===== src/sv/lfrs_pkg.sv =====
package lfrs_pkg;

  // Room table size and derived widths
  localparam int MAX_ROOMS = 128;
  localparam int ROOM_W    = (MAX_ROOMS > 1) ? $clog2(MAX_ROOMS) : 1;
  localparam int NUM_W     = $clog2(MAX_ROOMS + 1);

  // Fixed field widths
  localparam int TIME_W  = 32;
  localparam int BUSY_W  = 48;
  localparam int COUNT_W = 24;
  localparam int CFG_W   = 8;
  localparam int OUT_W   = 7;

  // Room count after reset
  localparam int ROOMS_RST = 128;

  // One room entry: busy-until time and booking count
  typedef struct packed {
    logic [BUSY_W-1:0]  busy;
    logic [COUNT_W-1:0] cnt;
  } entry_t;

  // Flags and update values from the shared datapath unit
  typedef struct packed {
    logic               is_free;
    logic               earlier;
    logic               more_used;
    logic [BUSY_W-1:0]  new_busy;
    logic [COUNT_W-1:0] new_cnt;
  } alu_res_t;

endpackage


===== src/sv/lfrs_alu.sv =====
module lfrs_alu (
  input  lfrs_pkg::entry_t                   rd_i,
  input  logic [lfrs_pkg::TIME_W-1:0]        start_i,
  input  logic [lfrs_pkg::TIME_W-1:0]        end_i,
  input  logic [lfrs_pkg::BUSY_W-1:0]        best_busy_i,
  input  logic [lfrs_pkg::COUNT_W-1:0]       best_cnt_i,
  input  logic [lfrs_pkg::COUNT_W-1:0]       top_cnt_i,
  input  logic                               found_i,
  output lfrs_pkg::alu_res_t                 res_o
);
  import lfrs_pkg::*;

  logic [TIME_W-1:0] dur;
  logic [BUSY_W:0]   sum;
  logic [BUSY_W-1:0] start_ext;

  // Duration, zero when end is not after start
  assign dur       = (end_i > start_i) ? (end_i - start_i) : '0;
  assign start_ext = BUSY_W'(start_i);
  assign sum       = {1'b0, best_busy_i} + (BUSY_W + 1)'(dur);

  // Compares used during the scans
  assign res_o.is_free   = (rd_i.busy <= start_ext);
  assign res_o.earlier   = (rd_i.busy < best_busy_i);
  assign res_o.more_used = (rd_i.cnt > top_cnt_i);

  // Entry update: free room ends at start+dur, busy room extends with saturation
  assign res_o.new_busy = found_i ? (start_ext + BUSY_W'(dur)) :
                          (sum[BUSY_W] ? {BUSY_W{1'b1}} : sum[BUSY_W-1:0]);
  assign res_o.new_cnt  = (&best_cnt_i) ? best_cnt_i : (best_cnt_i + COUNT_W'(1));

endmodule


===== config.mk =====
export PLATFORM = sky130hd
export DESIGN_NAME = lfrs_alu
export DESIGN_NICKNAME = d
export VERILOG_FILES = /design/src/sv/lfrs_pkg.sv /design/src/sv/lfrs_alu.sv
export SDC_FILE = /design/constraint.sdc
export NUM_CORES = 1
export LEC_CHECK = 0
export BUFFER_PORTS_ARGS = -buffer_cell sky130_fd_sc_hd__buf_2
export CORE_MARGIN = 10
export CORE_UTILIZATION = 50
export DETAILED_ROUTE_END_ITERATION = 8
export PLACE_DENSITY = 0.82
export SYNTH_ARGS = -nofsm -noshare
export SYNTH_HDL_FRONTEND = slang
export SYNTH_SLANG_ARGS = --single-unit

===== constraint.sdc =====
create_clock -name vclk -period 8.95
set_clock_uncertainty 0.1 [all_clocks]
set_input_delay 1.3425 -clock vclk [all_inputs]
set_output_delay 1.3425 -clock vclk [all_outputs]
set_load 0.05 [all_outputs]

==> impl_metrics.json <==
{
  "crit_required_ps": 7510,
  "holdPathStages": 3,
  "synth_cell_types": 86,
  "diodes": 0,
  "via_per_inst": 6.14,
  "drc": 0,
  "wl_per_cell_um": 19.8,
  "intPower_uw": 460,
  "hp-start": "best_cnt_i[13]",
  "cts.hold.buffers_added": 0,
  "mostFrequentLayoutCell": "buf_2",
  "syn_nets": 1834,
  "share_comb_of_total_power": 1.000,
  "drtIter0Drc": 1130,
  "p_per_area_nw_per_um2": 115,
  "drive_gt1_frac": 0.220,
  "period_minus_slack_ps": 8610,
  "detail-route-antenna-nets": 0,
  "fill_cells": 1752,
  "startpoint_type": "primary input",
  "dp_hpwl_um": 33700,
  "holdPathEnd": "res_o[13]",
  "nClkBuffers": 0,
  "hold_path_class": "in -> out",
  "die_w_um": 159,
  "rows": 50,
  "netSwitchingFraction": 0.653,
  "critPathKind": "in -> out",
  "syn_inst": 1411,
  "synth_simple_gate_area_frac": 0.243,
  "rsz0062_at_grt": "false",
  "ios": 308,
  "overflow": 0,
  "nets": 2113,
  "power.switching_uw": 865,
  "initial_utilization": 0.513,
  "antenna_found_initial": 0,
  "p_seq_frac": 0,
  "avgSynthCellArea_um2": 6.85,
  "cap_violations": 0,
  "p_leak_nw": 6.08,
  "grt_pass1_vias": 11431,
  "postCtsSetupBuffers": 0,
  "synth_compound_area_frac": 0.312,
  "synth_top_family_by_area": "compound AO/OA/AOI/OAI gates",
  "synthAdderAreaFrac": 0.249,
  "cp-end-kind": "output port",
  "yosys_warnings": 0,
  "synthMuxAreaShare": 0.00686,
  "ys_seq_area_frac": 0,
  "grt_pass1_wl_um": 59600,
  "mostFrequentLayoutCells": "305 x buf_2, 188 x ha_1, 137 x inv_1",
  "design.seq.count": 0,
  "setup_viol": 0,
  "gp_congestion": 1.05,
  "grt_use_total": 0.277,
  "power_mw": 1.32,
  "synth_xor_area_frac": 0.112,
  "finalNonFillerCells": 1948,
  "power.share.clock": 0,
  "arrival_ps": 7170,
  "worstMarginPinSlew_ps": 1090,
  "status": "complete, no violations",
  "synthToLayoutAreaGrowth_pct": 19.4,
  "regArea_um2": 0,
  "timing.final.crit_share": 0.962,
  "fp.dieArea_um2": 25300,
  "maxSlewViolCount": 0,
  "ir_worst_vdd_mv": 0.0953,
  "dieHeight_um": 159,
  "vias": 11964,
  "critPathMaxFanout": 9,
  "core_region_area_um2": 18800,
  "port_buffers": 308,
  "relSlewSlack": 0.268,
  "tns_ps": 0,
  "finalHoldViolCount": 0,
  "netlist_area_um2": 9660,
  "fmax_mhz": 116,
  "grt_max_degree": 64,
  "dp.cells": 1948,
  "drt_first_pass_iters": 5,
  "wl_um": 38600
}
[layout make-up]
cell class                 instances  area [µm²]  area share
inverter                         137         514      0.0446
timing repair buffer             327        1710       0.148
tap                              260         325      0.0282
multi-input combinational       1224        8990       0.779
[timing repair]
item	in CTS	in global routing
endpoints found under the hold margin	0	0
endpoints found under the setup margin	0	48
resized for setup	0	13
[worst max-delay path by stage]
stage / from / endpoint / slack, ps / cells past startpoint
floorplan: start_i[5] / res_o[66] / 90 / 25
global placement: start_i[4] / res_o[34] / 360 / 26
detailed placement: start_i[4] / res_o[34] / 140 / 26
CTS: start_i[4] / res_o[34] / 110 / 26
global route: start_i[4] / res_o[71] / 40 / 28
finish: start_i[0] / res_o[71] / 340 / 27
[layer usage]
layer / part of all wire / track usage
met2: 0.45 / 0.468
met1: 0.41 / 0.343
met3: 0.087 / 0.0462
met5: 0 / 0
met4: 0.048 / 0.110
[cell usage after synthesis, types with 4 or more instances]
master	n	area, µm²
xor2_1	41	359
o31a_1	4	35.0
a21oi_1	128	641
a21o_1	72	541
o21ai_1	5	25.0
and4b_1	4	40.0
o31ai_1	7	52.6
nand4_1	54	338
o21ai_0	78	390
a211oi_1	9	67.6
nand2b_1	30	188
a31oi_1	17	106
o22ai_1	9	56.3
buf_2	5	25.0
nor2b_1	30	188
ha_1	189	2360
a221oi_1	8	70.1
nor2_1	110	413
inv_1	137	514
and4_1	5	43.8
a41oi_1	5	43.8
nor3_1	34	170
nand2_1	81	304
a311oi_1	6	52.6
a22oi_1	21	158
nand3_1	41	205
o21a_1	12	90.1
o211ai_1	7	52.6
and3_1	25	156
nor4_1	9	56.3
xnor2_1	78	683
o21bai_1	12	90.1
a21boi_0	7	52.6
clkbuf_1	40	150
[critical path, stage by stage]
cell and delay, ps:
buf_2 130, ha_1 220, fa_1 430, nand2b_1 200
a211oi_1 300, o31a_1 270, o21a_1 280, a21o_1 150
a21oi_1 80, o21ai_0 400, a31oi_1 190, xor2_1 170
nor2_1 240, ha_1 400, a21o_1 200, a21oi_1 260
a21boi_0 250, o21ai_0 110, a21oi_1 150, nor2b_1 60
o211ai_1 150, and3_1 280, or3_1 160, buf_4 150
a21oi_1 70, mux2_1 310, buf_2 220
[per-stage QoR]
stage	utilization	setup WS (ps)	hold WS (ps)	area, µm²
CTS	0.610	108	2950	11500
global route	0.613	37.0	2960	11500
global placement	0.610	362	2940	11500
floorplan	-	87.3	2810	9680
finish	0.613	339	2950	11500
detailed placement	0.610	144	2950	11500
[cells by family after synthesis]
kind of cell / Yosys count
XOR/XNOR: 121
buffers and inverters: 187
multiplexers: 6
AND/OR/NAND/NOR: 450
adder cells (fa/ha/maj): 192
AO/OA/AOI/OAI: 455
[power by group through the flow]
stage | Combinational (mW) | Clock [mW] | Sequential, mW
6_report | 1.32 | 0 | 0
5_1_grt | 1.42 | 0 | 0
4_1_cts | 1.29 | 0 | 0
3_5_place_dp | 1.29 | 0 | 0
3_3_place_gp | 1.28 | 0 | 0
2_1_floorplan | 0.937 | 0 | 0
Power figures use the tool's default switching activity.
